File: config.mk
export PLATFORM = sky130hd
export DESIGN_NAME = led_command_frame_parser_top
export DESIGN_NICKNAME = d
export VERILOG_FILES = /design/src/sv/lcfp_pkg.sv /design/src/sv/lcfp_fifo.sv /design/src/sv/lcfp_front.sv /design/src/sv/lcfp_parser.sv /design/src/sv/led_command_frame_parser_top.sv
export SDC_FILE = /design/constraint.sdc
export NUM_CORES = 1
export LEC_CHECK = 0
export ABC_AREA = 1
export BUFFER_PORTS_ARGS = -buffer_cell sky130_fd_sc_hd__clkbuf_2
export CELL_PAD_IN_SITES_DETAIL_PLACEMENT = 1
export CELL_PAD_IN_SITES_GLOBAL_PLACEMENT = 1
export CORE_ASPECT_RATIO = 1.75
export CORE_MARGIN = 3
export CORE_UTILIZATION = 36
export CTS_CLUSTER_DIAMETER = 100
export DETAILED_ROUTE_END_ITERATION = 10
export HOLD_SLACK_MARGIN = 0.08
export PLACE_DENSITY_LB_ADDON = 0.1
export SLEW_MARGIN = 0
export SYNTH_ARGS = -nofsm -noshare
export SYNTH_HDL_FRONTEND = slang
export SYNTH_SLANG_ARGS = --single-unit
File: constraint.sdc
create_clock -name clk -period 2.6 [get_ports clk]
set_input_delay 0 -clock clk [delete_from_list [all_inputs] [get_ports clk]]
set_output_delay 0 -clock clk [all_outputs]
set_load 0.01 [all_outputs]
File: src/sv/lcfp_pkg.sv
// ----------------------------------------------------------------------------
// lcfp_pkg
// Shared types and constants of the LED command frame parser.
// ----------------------------------------------------------------------------
package lcfp_pkg;

	localparam int CFG_INDEX_W = 2;
	localparam int CFG_DATA_W  = 16;

	localparam logic [CFG_INDEX_W-1:0] CFG_START_WORD     = 2'd0;
	localparam logic [CFG_INDEX_W-1:0] CFG_STOP_WORD      = 2'd1;
	localparam logic [CFG_INDEX_W-1:0] CFG_RESERVED_VALUE = 2'd2;

	localparam logic [15:0] START_WORD_RST     = 16'hFEFD;
	localparam logic [15:0] STOP_WORD_RST      = 16'hFDFE;
	localparam logic [7:0]  RESERVED_VALUE_RST = 8'h00;

	localparam logic [7:0] TYPE_ON_OFF = 8'h01;
	localparam logic [7:0] TYPE_BLINK  = 8'h02;
	localparam logic [7:0] TYPE_PWM    = 8'h03;

	localparam logic [7:0] PAYLOAD_OFF = 8'h00;
	localparam logic [7:0] PAYLOAD_ON  = 8'h01;

	localparam logic [1:0] MODE_OFF   = 2'd0;
	localparam logic [1:0] MODE_ON    = 2'd1;
	localparam logic [1:0] MODE_BLINK = 2'd2;
	localparam logic [1:0] MODE_PWM   = 2'd3;

	// byte plus its matches against the configured marker bytes
	typedef struct packed {
		logic [7:0] rx_byte;
		logic       is_start_hi;
		logic       is_start_lo;
		logic       is_resv;
		logic       is_stop_hi;
		logic       is_stop_lo;
	} cls_t;

	typedef struct packed {
		logic [7:0]  echo_byte;
		logic        payload_valid;
		logic [15:0] payload_index;
		logic        frame_dropped;
		logic        frame_done;
		logic [7:0]  frame_type;
		logic        mode_valid;
		logic [1:0]  led_mode;
	} res_t;

	typedef enum logic [8:0] {
		PH_IDLE     = 9'b000000001,
		PH_START2   = 9'b000000010,
		PH_LEN_HI   = 9'b000000100,
		PH_LEN_LO   = 9'b000001000,
		PH_TYPE     = 9'b000010000,
		PH_PAYLOAD  = 9'b000100000,
		PH_RESERVED = 9'b001000000,
		PH_STOP1    = 9'b010000000,
		PH_STOP2    = 9'b100000000
	} phase_t;

endpackage

File: src/sv/lcfp_fifo.sv
// ----------------------------------------------------------------------------
// lcfp_fifo
// Small synchronous queue of flops; DEPTH must be a power of two, at least 2, which is not checked here.
// ----------------------------------------------------------------------------
module lcfp_fifo #(
	parameter int  DEPTH  = 2,
	parameter type item_t = logic
) (
	input  logic  clk,
	input  logic  arst_n,
	input  logic  push,
	input  item_t wdata,
	output logic  full,
	input  logic  pop,
	output item_t rdata,
	output logic  empty
);

	localparam int AW = $clog2(DEPTH);

	item_t         mem_q [DEPTH];
	logic [AW-1:0] wr_ptr_q;
	logic [AW-1:0] rd_ptr_q;
	logic [AW:0]   count_q;
	logic          push_ok;
	logic          pop_ok;

	assign full    = (count_q == (AW+1)'(DEPTH));
	assign empty   = (count_q == '0);
	assign push_ok = push & ~full;
	assign pop_ok  = pop & ~empty;
	assign rdata   = mem_q[rd_ptr_q];

	always_ff @(posedge clk) begin
		if (push_ok) begin
			mem_q[wr_ptr_q] <= wdata;
		end
	end

	always_ff @(posedge clk or negedge arst_n) begin
		if (!arst_n) begin
			wr_ptr_q <= '0;
			rd_ptr_q <= '0;
			count_q  <= '0;
		end else begin
			if (push_ok) begin
				wr_ptr_q <= wr_ptr_q + AW'(1);
			end
			if (pop_ok) begin
				rd_ptr_q <= rd_ptr_q + AW'(1);
			end
			if (push_ok && !pop_ok) begin
				count_q <= count_q + (AW+1)'(1);
			end else if (pop_ok && !push_ok) begin
				count_q <= count_q - (AW+1)'(1);
			end
		end
	end

endmodule

File: src/sv/lcfp_front.sv
// ----------------------------------------------------------------------------
// lcfp_front
// Holds the configuration registers and tags each received byte with its
// matches against the start, stop and reserved bytes.
// ----------------------------------------------------------------------------
module lcfp_front (
	input  logic                             clk,
	input  logic                             arst_n,
	input  logic                             cfg_valid,
	input  logic [lcfp_pkg::CFG_INDEX_W-1:0] cfg_index,
	input  logic [lcfp_pkg::CFG_DATA_W-1:0]  cfg_data,
	input  logic [7:0]                       rx_byte,
	output lcfp_pkg::cls_t                   cls
);

	logic [15:0] start_word_q;
	logic [15:0] stop_word_q;
	logic [7:0]  resv_q;

	always_ff @(posedge clk or negedge arst_n) begin
		if (!arst_n) begin
			start_word_q <= lcfp_pkg::START_WORD_RST;
			stop_word_q  <= lcfp_pkg::STOP_WORD_RST;
			resv_q       <= lcfp_pkg::RESERVED_VALUE_RST;
		end else if (cfg_valid) begin
			unique case (cfg_index)
				lcfp_pkg::CFG_START_WORD:     start_word_q <= cfg_data;
				lcfp_pkg::CFG_STOP_WORD:      stop_word_q  <= cfg_data;
				lcfp_pkg::CFG_RESERVED_VALUE: resv_q       <= cfg_data[7:0];
				default: ;
			endcase
		end
	end

	always_comb begin
		cls.rx_byte     = rx_byte;
		cls.is_start_hi = (rx_byte == start_word_q[15:8]);
		cls.is_start_lo = (rx_byte == start_word_q[7:0]);
		cls.is_resv     = (rx_byte == resv_q);
		cls.is_stop_hi  = (rx_byte == stop_word_q[15:8]);
		cls.is_stop_lo  = (rx_byte == stop_word_q[7:0]);
	end

endmodule

File: src/sv/lcfp_parser.sv
// ----------------------------------------------------------------------------
// lcfp_parser
// Frame FSM: a tagged byte per cycle in, a result out, unless a queue stalls.
// ----------------------------------------------------------------------------
module lcfp_parser (
	input  logic           clk,
	input  logic           arst_n,
	input  logic           in_empty,
	input  lcfp_pkg::cls_t in_item,
	output logic           in_pop,
	input  logic           out_full,
	output logic           out_push,
	output lcfp_pkg::res_t out_item
);

	lcfp_pkg::phase_t phase_q, phase_d;
	logic [15:0] len_q, len_d;
	logic [15:0] cnt_q, cnt_d;
	logic [7:0]  type_q, type_d;
	logic [7:0]  first_q, first_d;
	logic [15:0] cnt_inc;
	logic        step;

	assign step     = ~in_empty & ~out_full;
	assign in_pop   = step;
	assign out_push = step;
	assign cnt_inc  = cnt_q + 16'd1;

	always_comb begin
		phase_d  = phase_q;
		len_d    = len_q;
		cnt_d    = cnt_q;
		type_d   = type_q;
		first_d  = first_q;
		out_item = '0;
		out_item.echo_byte = in_item.rx_byte;

		unique case (phase_q)
			lcfp_pkg::PH_START2: begin
				if (in_item.is_start_lo) begin
					phase_d = lcfp_pkg::PH_LEN_HI;
				end else begin
					out_item.frame_dropped = 1'b1;
					phase_d = lcfp_pkg::PH_IDLE;
					len_d = '0; cnt_d = '0; type_d = '0; first_d = '0;
				end
			end
			lcfp_pkg::PH_LEN_HI: begin
				len_d   = {in_item.rx_byte, 8'h00};
				phase_d = lcfp_pkg::PH_LEN_LO;
			end
			lcfp_pkg::PH_LEN_LO: begin
				len_d   = {len_q[15:8], in_item.rx_byte};
				phase_d = lcfp_pkg::PH_TYPE;
			end
			lcfp_pkg::PH_TYPE: begin
				type_d  = in_item.rx_byte;
				cnt_d   = '0;
				phase_d = (len_q == '0) ? lcfp_pkg::PH_RESERVED : lcfp_pkg::PH_PAYLOAD;
			end
			lcfp_pkg::PH_PAYLOAD: begin
				out_item.payload_valid = 1'b1;
				out_item.payload_index = cnt_q;
				if (cnt_q == '0) begin
					first_d = in_item.rx_byte;
				end
				if (cnt_inc == len_q) begin
					cnt_d   = '0;
					phase_d = lcfp_pkg::PH_RESERVED;
				end else begin
					cnt_d = cnt_inc;
				end
			end
			lcfp_pkg::PH_RESERVED: begin
				if (in_item.is_resv) begin
					phase_d = lcfp_pkg::PH_STOP1;
				end else begin
					out_item.frame_dropped = 1'b1;
					phase_d = lcfp_pkg::PH_IDLE;
					len_d = '0; cnt_d = '0; type_d = '0; first_d = '0;
				end
			end
			lcfp_pkg::PH_STOP1: begin
				if (in_item.is_stop_hi) begin
					phase_d = lcfp_pkg::PH_STOP2;
				end else begin
					out_item.frame_dropped = 1'b1;
					phase_d = lcfp_pkg::PH_IDLE;
					len_d = '0; cnt_d = '0; type_d = '0; first_d = '0;
				end
			end
			lcfp_pkg::PH_STOP2: begin
				if (in_item.is_stop_lo) begin
					out_item.frame_done = 1'b1;
					out_item.frame_type = type_q;
					priority if (type_q == lcfp_pkg::TYPE_ON_OFF) begin
						if (len_q != '0 && first_q == lcfp_pkg::PAYLOAD_OFF) begin
							out_item.mode_valid = 1'b1;
							out_item.led_mode   = lcfp_pkg::MODE_OFF;
						end else if (len_q != '0 && first_q == lcfp_pkg::PAYLOAD_ON) begin
							out_item.mode_valid = 1'b1;
							out_item.led_mode   = lcfp_pkg::MODE_ON;
						end
					end else if (type_q == lcfp_pkg::TYPE_BLINK) begin
						out_item.mode_valid = 1'b1;
						out_item.led_mode   = lcfp_pkg::MODE_BLINK;
					end else if (type_q == lcfp_pkg::TYPE_PWM) begin
						out_item.mode_valid = 1'b1;
						out_item.led_mode   = lcfp_pkg::MODE_PWM;
					end
				end else begin
					out_item.frame_dropped = 1'b1;
				end
				phase_d = lcfp_pkg::PH_IDLE;
				len_d = '0; cnt_d = '0; type_d = '0; first_d = '0;
			end
			default: begin
				len_d = '0; cnt_d = '0; type_d = '0; first_d = '0;
				phase_d = in_item.is_start_hi ? lcfp_pkg::PH_START2 : lcfp_pkg::PH_IDLE;
			end
		endcase
	end

	always_ff @(posedge clk or negedge arst_n) begin
		if (!arst_n) begin
			phase_q <= lcfp_pkg::PH_IDLE;
			len_q   <= '0;
			cnt_q   <= '0;
			type_q  <= '0;
			first_q <= '0;
		end else if (step) begin
			phase_q <= phase_d;
			len_q   <= len_d;
			cnt_q   <= cnt_d;
			type_q  <= type_d;
			first_q <= first_d;
		end
	end

endmodule

File: src/sv/led_command_frame_parser_top.sv
// ----------------------------------------------------------------------------
// led_command_frame_parser_top
// Serial byte frame parser selecting an LED mode.
//
// channel  direction  handshake               payload
// input    in         push / full             rx_byte
// result   out        empty / pop             echo_byte .. led_mode
// config   in         cfg_valid / cfg_ready   cfg_index, cfg_data
//
// One item per cycle sustained while the result queue has room; a pushed byte
// passes the tag queue and the parser step before it can be popped.
// Reset empties both queues, sets the parser idle and restores the defaults.
// A full result queue stalls the parser; the tag queue keeps taking items
// until it fills too. cfg_ready is always high.
// ----------------------------------------------------------------------------
module led_command_frame_parser_top #(
	parameter int MID_DEPTH = 2,
	parameter int OUT_DEPTH = 2
) (
	input  logic                             clk,
	input  logic                             arst_n,
	input  logic                             push,
	output logic                             full,
	input  logic [7:0]                       rx_byte,
	output logic                             empty,
	input  logic                             pop,
	output logic [7:0]                       echo_byte,
	output logic                             payload_valid,
	output logic [15:0]                      payload_index,
	output logic                             frame_dropped,
	output logic                             frame_done,
	output logic [7:0]                       frame_type,
	output logic                             mode_valid,
	output logic [1:0]                       led_mode,
	input  logic                             cfg_valid,
	output logic                             cfg_ready,
	input  logic [lcfp_pkg::CFG_INDEX_W-1:0] cfg_index,
	input  logic [lcfp_pkg::CFG_DATA_W-1:0]  cfg_data
);

	lcfp_pkg::cls_t cls_in;
	lcfp_pkg::cls_t cls_mid;
	lcfp_pkg::res_t res_in;
	lcfp_pkg::res_t res_out;
	logic           mid_empty;
	logic           mid_pop;
	logic           out_full;
	logic           out_push;

	assign cfg_ready = 1'b1;

	lcfp_front u_front (
		.clk       (clk),
		.arst_n    (arst_n),
		.cfg_valid (cfg_valid),
		.cfg_index (cfg_index),
		.cfg_data  (cfg_data),
		.rx_byte   (rx_byte),
		.cls       (cls_in)
	);

	lcfp_fifo #(
		.DEPTH  (MID_DEPTH),
		.item_t (lcfp_pkg::cls_t)
	) u_mid_fifo (
		.clk    (clk),
		.arst_n (arst_n),
		.push   (push),
		.wdata  (cls_in),
		.full   (full),
		.pop    (mid_pop),
		.rdata  (cls_mid),
		.empty  (mid_empty)
	);

	lcfp_parser u_parser (
		.clk      (clk),
		.arst_n   (arst_n),
		.in_empty (mid_empty),
		.in_item  (cls_mid),
		.in_pop   (mid_pop),
		.out_full (out_full),
		.out_push (out_push),
		.out_item (res_in)
	);

	lcfp_fifo #(
		.DEPTH  (OUT_DEPTH),
		.item_t (lcfp_pkg::res_t)
	) u_out_fifo (
		.clk    (clk),
		.arst_n (arst_n),
		.push   (out_push),
		.wdata  (res_in),
		.full   (out_full),
		.pop    (pop),
		.rdata  (res_out),
		.empty  (empty)
	);

	assign echo_byte     = res_out.echo_byte;
	assign payload_valid = res_out.payload_valid;
	assign payload_index = res_out.payload_index;
	assign frame_dropped = res_out.frame_dropped;
	assign frame_done    = res_out.frame_done;
	assign frame_type    = res_out.frame_type;
	assign mode_valid    = res_out.mode_valid;
	assign led_mode      = res_out.led_mode;

endmodule

==> flow_results.org <==
** Finish
- The finished layout holds 1527 standard cells, fillers aside.
- The number of antenna diodes in the final layout is 0.
- Measured on the finished design, the core utilization comes to 0.435.
- Area growth from synthesis to layout :: 19.0%
- In the final layout, the share of cells above drive strength 1 is 0.162.
- Number of nets in the layout :: 1224

** Setup path
- Measured in cells, the most critical reg-to-reg path has a length of 11.
- Slowest cell on the critical path :: dfrtp_2
- The setup path with the least slack is of type register to register.
- Required time at the endpoint of the critical path :: 3.00 ns
- Worst-case register-to-register setup slack :: 0.23 ns
- STA classifies the critical path endpoint as a register.
- Cell count along the critical path :: 11
- Walking the worst path, the cells encountered are nand3_1, buf_4, xor2_1, xor2_1, nand3_1, nor2_2, nand3_4, nand2_8, nand2_4, nand2_1, nand2_1.
- The kind of cell with the highest combined delay along the critical path is simple AND/OR/NAND/NOR gates.
- Capturing instance or port of the critical path :: u_parser.phase_q[6]
- Slowest cell delay on critical path :: 0.46 ns
- STA classifies the critical path startpoint as a register.
- Worst endpoint data arrival time :: 2.77 ns
- Crit Path Max Fanout :: 10
- The worst register-to-register path ends at u_parser.phase_q[6].
- In this run the critical register-to-register path is launched from u_parser.cnt_q[2].
- Sum of buffers and inverters on the critical path :: 1
- Worst setup path startpoint :: u_parser.cnt_q[2]

** Routing
- The detailed router finished its first iteration with 330 violations.
- Using the TritonRoute via totals, the vias-per-cell ratio works out to 4.95.
- Across all layers, the routed design uses 7552 vias.
- Post-route antenna net violation count :: 0
- WL per Instance :: 17.5 um
- Aggregate routed wire length :: 26700 um
- The first TritonRoute pass finished after 4 iterations.
- In the routed design, unresolved DRC markers number 0.

** Global routing
- The total overflow left after global routing is 0.
- For this run, the total global-route usage over all layers was measured as 0.189.
- Pin count of the biggest net entering global routing :: 50
- The number of antenna violations at the first check in global routing was 0.
- The number of global-route vias before repair was 8116.
- The first global-routing pass estimated 42800 um of wire.

** Yosys
- Each instance of the synthesized netlist takes up on average 9.04 um^2.
- Cell variety after synth :: 41
- The share of the Yosys chip area taken by registers is 0.587.
- Post-Syn Area :: 9760 um^2
- Net Count, Synth :: 1115
- Yosys printed 0 warnings.
- Mapped Cells :: 1080
- After synthesis the netlist holds a flip-flop and latch count of 207.

** Power and ir drop
- Logic gate share of total power :: 0.350
- IR analysis of the VDD net gives a maximum drop of 0.535 mV.
- The share of total power dissipated in the clock network is 0.250.
- Power density of the placed cells :: 1060 nW/um^2
- The internal power of the cells totals 7.69 mW.
- Switching power total :: 4.60 mW
- Of the total power, registers draw 0.400.
- Pleak :: 5.12 nW
- Of the total power, the share spent switching nets is 0.374.

** Clock tree
- Max Buffers Root-to-Sink :: 3
- The number of clock buffers added by TritonCTS is 21.
- H-tree Lvls :: 1
- For the worst-skew pair, the clock arrives at the later sink with an insertion delay of 0.52 ns.
- Number of buffers inserted by post-CTS setup repair :: 0
- Clock-pin slew was measured on the worst setup and hold paths at 0.06 ns.
- Clk sinks :: 207
- CTS tree :: yes
- Root cell of the clock tree :: clkbuf_16

** Die
- Initial Utilization :: 0.366
- Die Area :: 29200 um^2
- # rows :: 79
- The total area inside the core boundary comes to 26700 um^2.
- Die W :: 130 um
- Number of I/O pins :: 72
- Die Y :: 224 um

** STA
- Of the available clock period, the critical path in the final layout requires 0.912.
- Setup violations remaining at the end of the flow were counted as 0.
- Max Fclk :: 422 MHz
- The number of pins with negative max-slew slack in the final report is 0.
- Number of hold-slack violations in the final timing report :: 0
- Final hold slack :: 0.165 ns
- In this run the tightest slew margin relative to its limit is 0.193.
- Clock Skews :: 0.0127 ns
- Counting I/O delays and the setup requirement, the final critical path takes 2.37 ns.
- Setup slack on the critical path of the routed design comes to 0.229 ns.
- Transition time at the pin with the least slew margin :: 1.21 ns
- Final TNS setup :: 0 ns

** Worst hold path
- The path class of the tightest hold or removal check is primary input to register.

** Place
- Buffers placed on the I/O ports in this run total 70.
- Post-placement setup slack :: 0.00707 ns
- Summed over all nets, the half-perimeter wirelength after detailed placement is 20300 um.
- The congestion estimate from routability-driven global placement came to 0.890.
- Number of instances in the placed design :: 1461

** Flow run
- Max-cap violations in this run came to 0.

** Run status
- Status :: finished, final reports clean
[power by group through the flow]
| stage | clock (mW) | combinational (mW) | sequential (mW) |
|---|---|---|---|
| after detailed placement | 0 | 4.38 | 4.99 |
| after floorplan | 0 | 2.66 | 4.88 |
| after CTS | 3.17 | 4.43 | 4.93 |
| after global placement | 0 | 4.31 | 4.96 |
| after global routing | 3.32 | 4.85 | 5.01 |
| final | 3.07 | 4.30 | 4.92 |
[kinds of logic after synthesis]
group           Yosys count  synth area share
mux                       3           0.00308
compound gates           92            0.0491
simple gates            583             0.257
other cells               1          0.000384
flops                   207             0.587
xor+xnor                 47            0.0422
buf+inv                 143            0.0568
fa+ha+maj                 4           0.00513
[placed cells by master, fill, tap and decap left out, drive strengths merged, types with 4 or more instances in the layout]
cell type	instances
dfstp	29
buf	26
nor2	97
dfrtp	76
a21oi	5
clkinv	8
clkbuf	93
nand3	71
xnor2	34
or2	8
dlygate4sd3	28
ha	4
xor2	13
edfxtp	102
nand4	35
nand2	353
inv	105
nor3	10
nor4	5
o21ai	83
[synthesized netlist by cell type, drive strengths merged]
cell type    n  area (um^2)
mux2i        3         30.0
ha           4         50.1
inv        104          390
o211ai       1         7.51
nand2      353         1350
nor4         5         31.3
xnor2       34          298
nand4       35          219
dfstp       29          762
a21o         1         7.51
a21oi        5         25.0
o21ai       83          419
o22ai        1         12.5
xor2        13          114
or2          8         50.1
nand3b       3         22.5
nor3        10         66.3
o31ai        1         7.51
edfxtp     102         3060
buf         14         70.1
nand3       71          373
nand2b       1         6.26
dfrtp       76         1900
nor2        97          389
clkbuf      23         86.3
conb         1         3.75
clkinv       2         7.51
[tightest hold or removal path, stage by stage]
cell	delay [ns]
clkbuf_2	0.10
nand3_1	0.40
nand2_1	0.08
o21ai_0	0.06
[area by class of cell]
type,count,area [um^2]
tap,324,405
inverter,106,398
fill,3149,15100
multi-input combinational,730,3520
timing repair buffer,123,871
clock buffer,24,537
sequential,207,5730
clock inverter,13,148
[sequential cells by signal, summed over array words and instances (netlist names), 2 cells and up]
register              count
u_parser.cnt_q           16
u_parser.len_q           16
u_mid_fifo.count_q        2
u_front.start_word_q     16
u_out_fifo.count_q        2
u_mid_fifo.mem_q         26
u_front.stop_word_q      16
u_out_fifo.mem_q         76
u_front.resv_q            8
u_parser.type_q           8
u_parser.phase_q          9
u_parser.first_q          8
[per-layer routing]
metal / track usage / routed length [um]
met4: 0.0800 / 1180
met5: 0 / 0
met3: 0.0260 / 877
met2: 0.381 / 15500
met1: 0.184 / 9150
[per-stage QoR]
stage | total power [mW] | cell area, um^2
after floorplan | 7.54 | 9770
after global placement | 9.27 | 10600
after detailed placement | 9.37 | 10600
after CTS | 12.5 | 11600
after global routing | 13.2 | 11600
final | 12.3 | 11600
[worst min-delay path by stage]
stage | startpoint | to | cells past startpoint
finish | cfg_valid | u_front.resv_q[5] | 4
CTS | cfg_valid | u_front.resv_q[5] | 4
global placement | arst_n | u_parser.cnt_q[13] | 1
global route | cfg_valid | u_front.resv_q[4] | 4
floorplan | arst_n | u_front.resv_q[0] | 0
detailed placement | arst_n | u_parser.cnt_q[13] | 1
[what timing repair did]
action | 4_1_cts | 5_1_grt
hold buffers | 29 | 0
gates cloned | 0 | 0
hold endpoints to repair | 150 | 0
setup endpoints to repair | 7 | 17
resized for setup | 1 | 11
(Power assumes the default switching activity.)
